===== src/sv/rpkc_pkg.sv =====
// Shared types, codes and character helpers for the relative path key checker.
package rpkc_pkg;

   localparam int CNT_W = 12;
   localparam logic [CNT_W-1:0] CNT_MAX = 12'hFFF;
   // longest reserved device name
   localparam int DEV_BYTES = 7;

   localparam logic [1:0] ACT_BYTE  = 2'd0;
   localparam logic [1:0] ACT_LAST  = 2'd1;
   localparam logic [1:0] ACT_EMPTY = 2'd2;

   localparam logic [1:0] CSR_MAX_KEY_LENGTH  = 2'd0;
   localparam logic [1:0] CSR_MAX_PART_LENGTH = 2'd1;
   localparam logic [1:0] CSR_BACKSLASH_SEP   = 2'd2;

   localparam logic [CNT_W-1:0] MAX_KEY_RESET  = 12'd1024;
   localparam logic [CNT_W-1:0] MAX_PART_RESET = 12'd255;

   typedef enum logic [3:0] {
      REASON_OK          = 4'd0,
      REASON_EMPTY       = 4'd1,
      REASON_NUL         = 4'd2,
      REASON_LONG_KEY    = 4'd3,
      REASON_LEAD_SEP    = 4'd4,
      REASON_DRIVE       = 4'd5,
      REASON_EMPTY_PART  = 4'd6,
      REASON_DOT_PART    = 4'd7,
      REASON_COLON       = 4'd8,
      REASON_LONG_PART   = 4'd9,
      REASON_EDGE_DOT    = 4'd10,
      REASON_TRAIL_SPACE = 4'd11,
      REASON_RESERVED    = 4'd12
   } reason_type;

   typedef struct packed {
      logic [CNT_W-1:0] count;
      logic [7:0]       last_byte;
      logic             colon;
   } part_state_type;

   function automatic logic [7:0] fold(input logic [7:0] b);
      if (b >= "A" && b <= "Z") begin
         return b + 8'd32;
      end
      return b;
   endfunction

   function automatic logic is_letter(input logic [7:0] b);
      return (b >= "A" && b <= "Z") || (b >= "a" && b <= "z");
   endfunction

endpackage


===== src/sv/relative_path_key_checker_core.sv =====
// Top level of the relative path key checker: input stage, per-key state, result register.
// A key's last byte is registered in the input stage; its result then goes to the result register.
// Throughput: one byte per cycle unless the result stalls; each byte goes through one
// registered update of the per-key counters, flags and the component verdict logic.
// Back-pressure: input stalls only while its staged byte waits on a stalled result.
// Reset (synchronous): clears all counters, flags and valids; limits return to 1024 / 255.
module relative_path_key_checker_core #(
   parameter int NAME_WINDOW_BYTES = 7
) (
   input  logic                         clock,
   input  logic                         reset,
   input  logic                         req_valid,
   output logic                         req_stall,
   input  logic [1:0]                   req_action,
   input  logic [7:0]                   req_key_byte,
   output logic                         rsp_valid,
   input  logic                         rsp_stall,
   output logic                         rsp_valid_res,
   output logic [3:0]                   rsp_reason,
   input  logic                         csr_write_enable,
   input  logic [1:0]                   csr_index,
   input  logic [rpkc_pkg::CNT_W-1:0]   csr_write_data
);
   import rpkc_pkg::*;

   localparam int WIN_IDX_W = $clog2(NAME_WINDOW_BYTES);

   logic [CNT_W-1:0] max_key_ff, max_part_ff;
   logic             bsl_ff;

   logic             in_valid_ff, in_valid_in;
   logic [1:0]       in_action_ff;
   logic [7:0]       in_byte_ff;

   logic [CNT_W-1:0] key_count_ff, key_count_in;
   part_state_type   part_ff, part_in;
   logic [NAME_WINDOW_BYTES-1:0][7:0] window_ff, window_in;
   logic [7:0]       key_first_ff, key_first_in;
   logic             nul_ff, nul_in;
   logic             drive_ff, drive_in;
   reason_type       fault_ff, fault_in;

   logic             rsp_valid_ff, rsp_valid_in;
   logic             rsp_res_ff, rsp_res_in;
   reason_type       rsp_reason_ff, rsp_reason_in;

   logic             advance, step, sep;
   logic [CNT_W-1:0] key_count_n;
   part_state_type   part_n, check_part;
   logic [NAME_WINDOW_BYTES-1:0][7:0] window_n;
   logic [DEV_BYTES-1:0][7:0] check_win;
   logic [7:0]       key_first_n;
   logic             nul_n, drive_n;
   reason_type       verdict, fault_after, part_final, why;

   assign advance   = !rsp_valid_ff || !rsp_stall;
   assign step      = in_valid_ff && advance;
   assign req_stall = in_valid_ff && !advance;

   // byte-level update of key and component state
   always_comb begin
      sep = (in_byte_ff == "/") || (bsl_ff && in_byte_ff == "\\");
      key_first_n = (key_count_ff == '0) ? in_byte_ff : key_first_ff;
      drive_n = drive_ff ||
                (key_count_ff == 12'd1 && in_byte_ff == ":" && is_letter(key_first_ff));
      nul_n = nul_ff || (in_byte_ff == 8'd0);
      key_count_n = (key_count_ff != CNT_MAX) ? key_count_ff + 12'd1 : key_count_ff;

      window_n = window_ff;
      part_n   = part_ff;
      if (!sep) begin
         if (part_ff.count < CNT_W'(NAME_WINDOW_BYTES)) begin
            window_n[part_ff.count[WIN_IDX_W-1:0]] = in_byte_ff;
         end
         part_n.colon     = part_ff.colon || (in_byte_ff == ":");
         part_n.last_byte = in_byte_ff;
         if (part_ff.count != CNT_MAX) begin
            part_n.count = part_ff.count + 12'd1;
         end
      end

      // a separator closes the component before it; a last byte closes the updated one
      check_part = sep ? part_ff : part_n;
      check_win  = sep ? window_ff[DEV_BYTES-1:0] : window_n[DEV_BYTES-1:0];
   end

   rpkc_part_check u_part_check (
      .part                 (check_part),
      .win                  (check_win),
      .max_component_length (max_part_ff),
      .verdict              (verdict)
   );

   always_comb begin
      fault_after = (fault_ff == REASON_OK) ? verdict : fault_ff;
      // separator as last byte leaves an empty trailing component
      if (sep && fault_after == REASON_OK) begin
         part_final = REASON_EMPTY_PART;
      end else begin
         part_final = fault_after;
      end

      priority if (nul_n) begin
         why = REASON_NUL;
      end else if (key_count_n > max_key_ff) begin
         why = REASON_LONG_KEY;
      end else if (key_first_n == "/" || key_first_n == "\\") begin
         why = REASON_LEAD_SEP;
      end else if (drive_n) begin
         why = REASON_DRIVE;
      end else begin
         why = part_final;
      end
   end

   always_comb begin
      key_count_in  = key_count_ff;
      part_in       = part_ff;
      window_in     = window_ff;
      key_first_in  = key_first_ff;
      nul_in        = nul_ff;
      drive_in      = drive_ff;
      fault_in      = fault_ff;
      rsp_valid_in  = rsp_valid_ff && rsp_stall;
      rsp_res_in    = rsp_res_ff;
      rsp_reason_in = rsp_reason_ff;

      if (step) begin
         unique case (in_action_ff)
            ACT_BYTE: begin
               key_count_in = key_count_n;
               window_in    = window_n;
               key_first_in = key_first_n;
               nul_in       = nul_n;
               drive_in     = drive_n;
               if (sep) begin
                  part_in  = '0;
                  fault_in = fault_after;
               end else begin
                  part_in  = part_n;
               end
            end
            ACT_LAST: begin
               key_count_in  = '0;
               part_in       = '0;
               key_first_in  = '0;
               nul_in        = 1'b0;
               drive_in      = 1'b0;
               fault_in      = REASON_OK;
               rsp_valid_in  = 1'b1;
               rsp_res_in    = (why == REASON_OK);
               rsp_reason_in = why;
            end
            ACT_EMPTY: begin
               key_count_in  = '0;
               part_in       = '0;
               key_first_in  = '0;
               nul_in        = 1'b0;
               drive_in      = 1'b0;
               fault_in      = REASON_OK;
               rsp_valid_in  = 1'b1;
               rsp_res_in    = 1'b0;
               rsp_reason_in = REASON_EMPTY;
            end
            default: begin
               // unused action: drop the beat
            end
         endcase
      end
   end

   always_comb begin
      if (req_valid && !req_stall) begin
         in_valid_in = 1'b1;
      end else begin
         in_valid_in = in_valid_ff && !advance;
      end
   end

   always_ff @(posedge clock) begin
      if (reset) begin
         max_key_ff   <= MAX_KEY_RESET;
         max_part_ff  <= MAX_PART_RESET;
         bsl_ff       <= 1'b0;
         in_valid_ff  <= 1'b0;
         key_count_ff <= '0;
         part_ff      <= '0;
         key_first_ff <= '0;
         nul_ff       <= 1'b0;
         drive_ff     <= 1'b0;
         fault_ff     <= REASON_OK;
         rsp_valid_ff <= 1'b0;
      end else begin
         if (csr_write_enable) begin
            unique case (csr_index)
               CSR_MAX_KEY_LENGTH:  max_key_ff  <= csr_write_data;
               CSR_MAX_PART_LENGTH: max_part_ff <= csr_write_data;
               CSR_BACKSLASH_SEP:   bsl_ff      <= csr_write_data[0];
               default: begin
               end
            endcase
         end
         in_valid_ff  <= in_valid_in;
         key_count_ff <= key_count_in;
         part_ff      <= part_in;
         key_first_ff <= key_first_in;
         nul_ff       <= nul_in;
         drive_ff     <= drive_in;
         fault_ff     <= fault_in;
         rsp_valid_ff <= rsp_valid_in;
      end
   end

   // payload registers: no reset
   always_ff @(posedge clock) begin
      if (req_valid && !req_stall) begin
         in_action_ff <= req_action;
         in_byte_ff   <= req_key_byte;
      end
      window_ff     <= window_in;
      rsp_res_ff    <= rsp_res_in;
      rsp_reason_ff <= rsp_reason_in;
   end

   assign rsp_valid     = rsp_valid_ff;
   assign rsp_valid_res = rsp_res_ff;
   assign rsp_reason    = rsp_reason_ff;

   a_res_matches_reason: assert property (@(posedge clock) disable iff (reset)
      rsp_valid_ff |-> (rsp_res_ff == (rsp_reason_ff == REASON_OK)))
      else $error("accept flag disagrees with reason code");

   a_key_cleared_after_result: assert property (@(posedge clock) disable iff (reset)
      step && (in_action_ff == ACT_LAST || in_action_ff == ACT_EMPTY) |=>
         (key_count_ff == '0 && part_ff.count == '0 && fault_ff == REASON_OK))
      else $error("per-key state not cleared after a result");

   a_stall_only_when_staged: assert property (@(posedge clock) disable iff (reset)
      req_stall |-> (in_valid_ff && rsp_valid_ff))
      else $error("input stalled with nothing staged");

   a_part_within_key: assert property (@(posedge clock) disable iff (reset)
      part_ff.count <= key_count_ff)
      else $error("component length exceeds key length");

endmodule


===== src/sv/rpkc_part_check.sv =====
// Verdict for one closed path component: empty, dot names, colon, length, edge dots, trailing space, device names.
module rpkc_part_check (
   input  rpkc_pkg::part_state_type                       part,
   input  logic [rpkc_pkg::DEV_BYTES-1:0][7:0]            win,
   input  logic [rpkc_pkg::CNT_W-1:0]                     max_component_length,
   output rpkc_pkg::reason_type                           verdict
);
   import rpkc_pkg::*;

   logic [DEV_BYTES-1:0][7:0] f;
   logic                      dev;
   logic                      prefix4;

   always_comb begin
      for (int i = 0; i < DEV_BYTES; i++) begin
         f[i] = fold(win[i]);
      end
      prefix4 = ({f[0], f[1], f[2]} == "com") || ({f[0], f[1], f[2]} == "lpt");
      unique case (part.count)
         12'd3: dev = ({f[0], f[1], f[2]} == "con") || ({f[0], f[1], f[2]} == "prn") ||
                      ({f[0], f[1], f[2]} == "aux") || ({f[0], f[1], f[2]} == "nul");
         // digit is compared unfolded
         12'd4: dev = prefix4 && win[3] >= "1" && win[3] <= "9";
         12'd6: dev = ({f[0], f[1], f[2], f[3], f[4], f[5]} == "clock$") ||
                      ({f[0], f[1], f[2], f[3], f[4], f[5]} == "conin$");
         12'd7: dev = {f[0], f[1], f[2], f[3], f[4], f[5], f[6]} == "conout$";
         default: dev = 1'b0;
      endcase
   end

   always_comb begin
      priority if (part.count == '0) begin
         verdict = REASON_EMPTY_PART;
      end else if ((part.count == 12'd1 && win[0] == ".") ||
                   (part.count == 12'd2 && win[0] == "." && win[1] == ".")) begin
         verdict = REASON_DOT_PART;
      end else if (part.colon) begin
         verdict = REASON_COLON;
      end else if (part.count > max_component_length) begin
         verdict = REASON_LONG_PART;
      end else if (win[0] == "." || part.last_byte == ".") begin
         verdict = REASON_EDGE_DOT;
      end else if (part.last_byte == " ") begin
         verdict = REASON_TRAIL_SPACE;
      end else if (dev) begin
         verdict = REASON_RESERVED;
      end else begin
         verdict = REASON_OK;
      end
   end

endmodule

===== config.mk =====
export PLATFORM = sky130hd
export DESIGN_NAME = relative_path_key_checker_core
export DESIGN_NICKNAME = d
export VERILOG_FILES = /design/src/sv/rpkc_pkg.sv /design/src/sv/relative_path_key_checker_core.sv /design/src/sv/rpkc_part_check.sv
export SDC_FILE = /design/constraint.sdc
export NUM_CORES = 1
export LEC_CHECK = 0
export ABC_CLOCK_PERIOD_IN_PS = 9900
export BUFFER_PORTS_ARGS = -buffer_cell sky130_fd_sc_hd__clkbuf_2
export CAP_MARGIN = 20
export CORE_UTILIZATION = 50
export CTS_CLUSTER_SIZE = 25
export DETAILED_ROUTE_END_ITERATION = 7
export PLACE_DENSITY = 0.67
export SYNTH_ARGS = -nofsm -noshare
export SYNTH_HDL_FRONTEND = slang
export SYNTH_SLANG_ARGS = --single-unit

===== constraint.sdc =====
create_clock -name clock -period 9.9 [get_ports clock]
set_clock_uncertainty 0.05 [all_clocks]
set_input_delay 2.475 -clock clock [delete_from_list [all_inputs] [get_ports clock]]
set_output_delay 2.475 -clock clock [all_outputs]
set_load 0.02 [all_outputs]

# Word-level counts from Yosys, hierarchy flattened
# Index checks and enable logic that the tools add are counted.
# totals
ff_bits	145
in_bits	29
output_inout_bits	7
elab_cells	207
# classes
addsub	9
magnitude_cmp	25
n_eq_ne	32
n_mux	58
reduce_logical	59
# ops
operator	count
two-way mux 56 bit	3
equality test 24 x 23 -> 1 bit (second input constant)	6
two-way mux 8 bit	16
equality test 48 x 47 -> 1 bit (second input constant)	2
greater-or-equal comparator 8 x 7 -> 1 bit (second input constant)	9
<= comparator 8 x 7 -> 1 bit (second input constant)	9
adder 8 x 6 -> 8 bit (second input constant)	7
bitwise mux 56 bit	1
equality test 56 x 55 -> 1 bit (second input constant)	1
equality test 8 x 6 -> 1 bit (second input constant)	7
two-way mux 4 bit	14
two-way mux 21 bit	2
one-hot mux 21 bit (2 select lines)	1
equality test 12 x 3 -> 1 bit (second input constant)	3
adder 12 x 1 -> 12 bit (second input constant)	2
demux 8 bit (select 3 bit)	1
equality test 12 x 1 -> 1 bit (second input constant)	2
equality test 12 x 2 -> 1 bit (second input constant)	2
> comparator 12 bit	2
zero test 12 bit	2
two-way mux 12 bit	2
inequality test 12 bit (second input constant)	2
one-hot mux 12 bit (2 select lines)	1
logical AND 1 bit	23
23 further kinds	63

# Depth between registers and ports, before layout
# logic_depth
depth_word	34
mapped_depth	20
mapped_depth_nobuf	19

# By module
# Synthesis repeated with hierarchy kept, for this count alone.
# unflattened
hier_cells	892
hier_area_um2	8379.3
# modules_own_cells
mod	n_inst	cells_each	area_each_um2	seq_area_each_um2
relative_path_key_checker_core	1	699	7091.8	3613.5
rpkc_part_check	1	193	1287.5	0.0

# Worst setup path after synthesis
# Ideal clock, no wire load.
# synth_path
path_type	input to output
from	in rsp_stall
to	out req_stall
arrival_ns	2.748
required_ns	7.375
slack_ns	4.627
stages	1
n_path_buf	0
cell_sequence	and3_1
# synth_between
elab_chain_len	4
# synth_lines
item	line	rtl
start, declared	relative_path_key_checker_core.sv:17	input logic rsp_stall,
zero test 1 bit	relative_path_key_checker_core.sv:56	assign advance = !rsp_valid_ff || !rsp_stall;
logical OR 1 bit	relative_path_key_checker_core.sv:56	
zero test 1 bit	relative_path_key_checker_core.sv:58	assign req_stall = in_valid_ff && !advance;
logical AND 1 bit	relative_path_key_checker_core.sv:58	
end, declared	relative_path_key_checker_core.sv:13	output logic req_stall,
# Every way passes these cells.

==> metrics.sh <==
FINAL_LAYOUT_SIZE_SUFFIX_GT1_FRAC=0.146
TOTAL_LEAKAGE_POWER_uW=0.00404
R2R-START='part_ff[14]'
LAYOUT.AREA.SEQ_UM2=3610
SYNTH_LARGEST_TYPE_AREA_FRACTION=0.219
SYN-MEAN-INSTANCE-AREA_UM2=8.71
ENDPOINT_KIND='register'
START_KIND='register'
MAPPEDNETLISTAREA_UM2=9740
SYNTH.CELLS.MOST_FREQUENT='116 x sky130_fd_sc_hd__nor2_1, 107 x sky130_fd_sc_hd__nand2_1, 74 x sky130_fd_sc_hd__dfxtp_1, 71 x sky130_fd_sc_hd__edfxtp_1, 64 x sky130_fd_sc_hd__a21oi_1'
SYNTH_NETS=1186
DIE_HEIGHT_UM=142
PORT-BUFFER-COUNT=35
HOLDBUFCOUNTCTS=0
SYNTH_EDF_COUNT=71
FINAL_UTIL=0.564
PLACEMENTROWS=50
FMAX_GHz=0.168
LAYOUT.FILLER_CELLS=1737
WORST_SLEW_MARGIN_REL=0.301
NUMBER_OF_LEVELS_THE_H_TREE_WAS_SPLIT_INTO=4
DPL.HPWL_UM=19200
WORST_HOLD_SLACK_ACROSS_ALL_ENDPOINTS_PS=402
GRT_PASS1_WL_UM=43800
GRT_SETUP_UNREPAIRED='no'
SETUP-VIOLATIONS-FINAL=0
MAX_SLEW.WORST_PIN.SLEW_PS=1040
NUM_VIAS=8793
YOSYS.CELL_COUNT.TOP_TYPE='sky130_fd_sc_hd__nor2_1'
SYNTHESIZED_AREA_FRACTION_OCCUPIED_BY_XOR_AND_XNOR_CELLS=0.0144
SYNTH_SEQ_AREA_SHARE=0.371
YS_FF_LATCH=145
IOS=36
VIAS_PER_CELL=6.31
SYNTHESIS.INSTANCES=1119
SETUP-TNS-FINAL_PS=0
MIN_DELAY_PATH_DEPTH=2
MULTI_INPUT_AREA_UM2=5660
DRT-INITIAL-DRC-COUNT=862
PLACE_CONGESTION=0.973
COREAREA_UM2=18900
WORST_PATH_MAX_FANOUT=18
EFFECTIVE_UTILIZATION_AT_FLOORPLAN=0.516
AREA.GROWTH.SYNTH_TO_FINAL_PCT=9.32
DETAIL_ROUTE.DRC_VIOLATIONS=0
R2R.WORST_PATH.CELLS=16
PLACED_AREA_UM2=10100
FIRST_PASS_ITERS=6
WL_PER_CELL_UM=19.9
CRITICALPATHCATEGORY='reg2reg'
FLOORPLAN.DIE_AREA_UM2=20100
CTS.SINKS=145
FINISH.NET_COUNT=1188
NETLIST_TOP_CELLS_AREA='sky130_fd_sc_hd__edfxtp_1 22%, sky130_fd_sc_hd__dfxtp_1 15%, sky130_fd_sc_hd__mux2_2 5.8%, sky130_fd_sc_hd__ha_1 4.9%, sky130_fd_sc_hd__nor2_1 4.5%'
FINAL_HOLD_VIOL_COUNT=0
POST_CTS_RESIZED=0
POWER_DENSITY_nW_PER_UM2=133
CP.REQUIRED_PS=10030
FINAL-MAX-SLEW-VIOLATION-COUNT=0
DOMINANT_COMBINATIONAL_CELL_FAMILY_BY_AREA_AFTER_SYNTHESIS='simple AND/OR/NAND/NOR gates'
SYNTHMUXAREASHARE=0.0819
POSTSYNTH.TOPFLOPCELL='sky130_fd_sc_hd__dfxtp_1'
CTS_BUFFERS=17
FINAL_MIN_PERIOD_OVER_CLOCK_PERIOD=0.600
CLK_PIN_SLEW_PS=60
DETAIL-ROUTE-ANTENNA-NETS=0
SIMPLE_LOGIC_CELL_FRACTION_OF_THE_SYNTHESIZED_AREA=0.248
CRITICAL_PATH.CELL_CHAIN='or4_1 > nor4_4 > o21ai_2 > mux2_2 > ha_1 > nor4b_1 > o21ai_0 > or3_1 > a221o_1 > a211oi_2 > and4bb_1 > nand3_1 > a2111o_1 > a41oi_1 > nor3_1 > and4bb_1'
CLOCK_TREE_ROOT_DRIVER_CELL='sky130_fd_sc_hd__clkbuf_16'
COMPLEX_GATE_FRACTION_OF_THE_SYNTHESIZED_AREA=0.188
ADDER_AND_MAJORITY_GATE_PORTION_OF_THE_SYNTHESIZED_AREA=0.0488
CTS_BUFFER_DEPTH=2
CPMAXSTAGEDELAYCELL='sky130_fd_sc_hd__or4_1'
GRT_START_MAX_NET_PINS=72
FINAL_MIN_PERIOD_PS=5940
POWER_uW=1420
CP.ARRIVAL_PS=6070
CTS_TREE='yes'
MAX-VDD-IR-DROP_mV=0.136
POST-CTS-SETUP-BUFFERS=0
NUMBER_OF_ANTENNA_VIOLATIONS_AT_THE_FIRST_CHECK_IN_GLOBAL_ROUTING=0
STARTPOINT='part_ff[14]'
NETLIST-CELL-TYPE-COUNT=85
CLOCK_LATENCY_PS=440
SYNTH_AREA_LEADER_CELL='sky130_fd_sc_hd__edfxtp_1'
FIRST_GLOBAL_VIAS=7998
DIE_WIDTH_UM=142
POSTROUTEWIRELENGTH_UM=27800
CRITICAL-PATH-TOP-CELL-BY-COUNT='sky130_fd_sc_hd__and4bb_1'
DIODES=0
STATUS='complete, no violations'
GLOBAL_ROUTE.OVERFLOW_TOTAL=0
TIMING.MAX_CAP.VIOLATIONS=0
SYNTH_ASYNC_SR_FLOP_SHARE=0
TIMING.HOLD.WORST.START='max_part_ff[11]'
SLOWEST_DELAY_PS=770
FINALINSTANCEAREA_UM2=10700
MIN_PATH_TYPE='reg2reg'
YS_WARN_COUNT=0
GRT.TOTAL_USAGE=0.283
-- stage by stage --
step / instances / setup WS, ps
after detailed placement: 1361 / 4150
after floorplan: 1119 / 4630
after global placement: 1361 / 4380
final: 1394 / 3960
after global routing: 1394 / 3720
after CTS: 1393 / 4130
-- placed cells by master, fill, tap and decap left out, types with 9 or more instances in the layout --
cell type / synthesis / layout
sky130_fd_sc_hd__nor3_1: 39 / 39
sky130_fd_sc_hd__nand4_1: 26 / 26
sky130_fd_sc_hd__clkbuf_2: 0 / 35
sky130_fd_sc_hd__mux2_2: 50 / 50
sky130_fd_sc_hd__edfxtp_1: 71 / 71
sky130_fd_sc_hd__inv_1: 53 / 53
sky130_fd_sc_hd__a211oi_1: 14 / 14
sky130_fd_sc_hd__nor4_1: 14 / 14
sky130_fd_sc_hd__o21ai_0: 56 / 56
sky130_fd_sc_hd__xnor2_1: 14 / 14
sky130_fd_sc_hd__clkbuf_16: 0 / 17
sky130_fd_sc_hd__a211o_1: 10 / 10
sky130_fd_sc_hd__or3_1: 9 / 9
sky130_fd_sc_hd__a21oi_1: 64 / 64
sky130_fd_sc_hd__buf_4: 0 / 17
sky130_fd_sc_hd__nor2_1: 116 / 116
sky130_fd_sc_hd__nand2_1: 107 / 107
sky130_fd_sc_hd__dfxtp_1: 74 / 74
sky130_fd_sc_hd__or2_2: 9 / 9
sky130_fd_sc_hd__a31oi_1: 9 / 9
sky130_fd_sc_hd__a21o_1: 10 / 10
sky130_fd_sc_hd__ha_1: 38 / 38
sky130_fd_sc_hd__nand2b_1: 12 / 12
sky130_fd_sc_hd__mux2i_1: 22 / 22
sky130_fd_sc_hd__and3_1: 16 / 15
sky130_fd_sc_hd__nand3_1: 26 / 26
sky130_fd_sc_hd__a22oi_1: 27 / 27
-- per-layer routing --
layer	GRT usage	routed length [um]	up-vias
met1	0.404	13100	4163
met2	0.419	12000	371
met5	0	0	-
met4	0.111	671	0
met3	0.0550	1990	63
li1	-	-	4196
-- worst max-delay path: cells and delay by family, from the launching register on --
kind,cells,cell delay [ps]
simple gates,8,2560
compound gates,6,2040
mux,1,370
flops,1,450
fa+ha+maj,1,220
-- power by group --
| group | internal, uW | leakage (uW) | total [uW] | switching, uW |
|---|---|---|---|---|
| clock | 345 | 0.000253 | 625 | 280 |
| sequential | 643 | 0.00125 | 655 | 12.0 |
| combinational | 46.5 | 0.00253 | 136 | 89.1 |
-- cell families after synthesis --
group | after synthesis
xor gates and xnor gates | 16
buffers and inverters | 123
muxes | 73
adders and majority gates | 38
DFF | 145
AOI/OAI and AO/OA | 272
and+or+nand+nor | 452
-- final timing paths --
check	endpoint	slack [ps]
hold / removal	max_part_ff[11]	400
setup / recovery	rsp_valid_res	3960
hold reg to reg	max_part_ff[11]	400
setup reg to reg	rsp_valid_res	3960
-- registers in the layout, summed over array words and instances, names as in the netlist, named ones only --
register       count
max_key_ff        12
in_byte_ff         8
rsp_reason         4
window_ff         49
key_first_ff       8
part_ff           21
nul_ff             1
max_part_ff       12
in_valid_ff        1
key_count_ff      12
rsp_valid          1
in_action_ff       2
fault_ff           4
bsl_ff             1
drive_ff           1
rsp_valid_res      1
-- cell type report --
class	instances	share of cell area
Timing Repair Buffer	53	0.0289
Multi-Input combinational cell	851	0.531
Clock buffer	19	0.0406
Tap cell	260	0.0305
Clock inverter	13	0.0106
Inverter	53	0.0187
Sequential cell	145	0.339
Power figures use the tool's default switching activity.
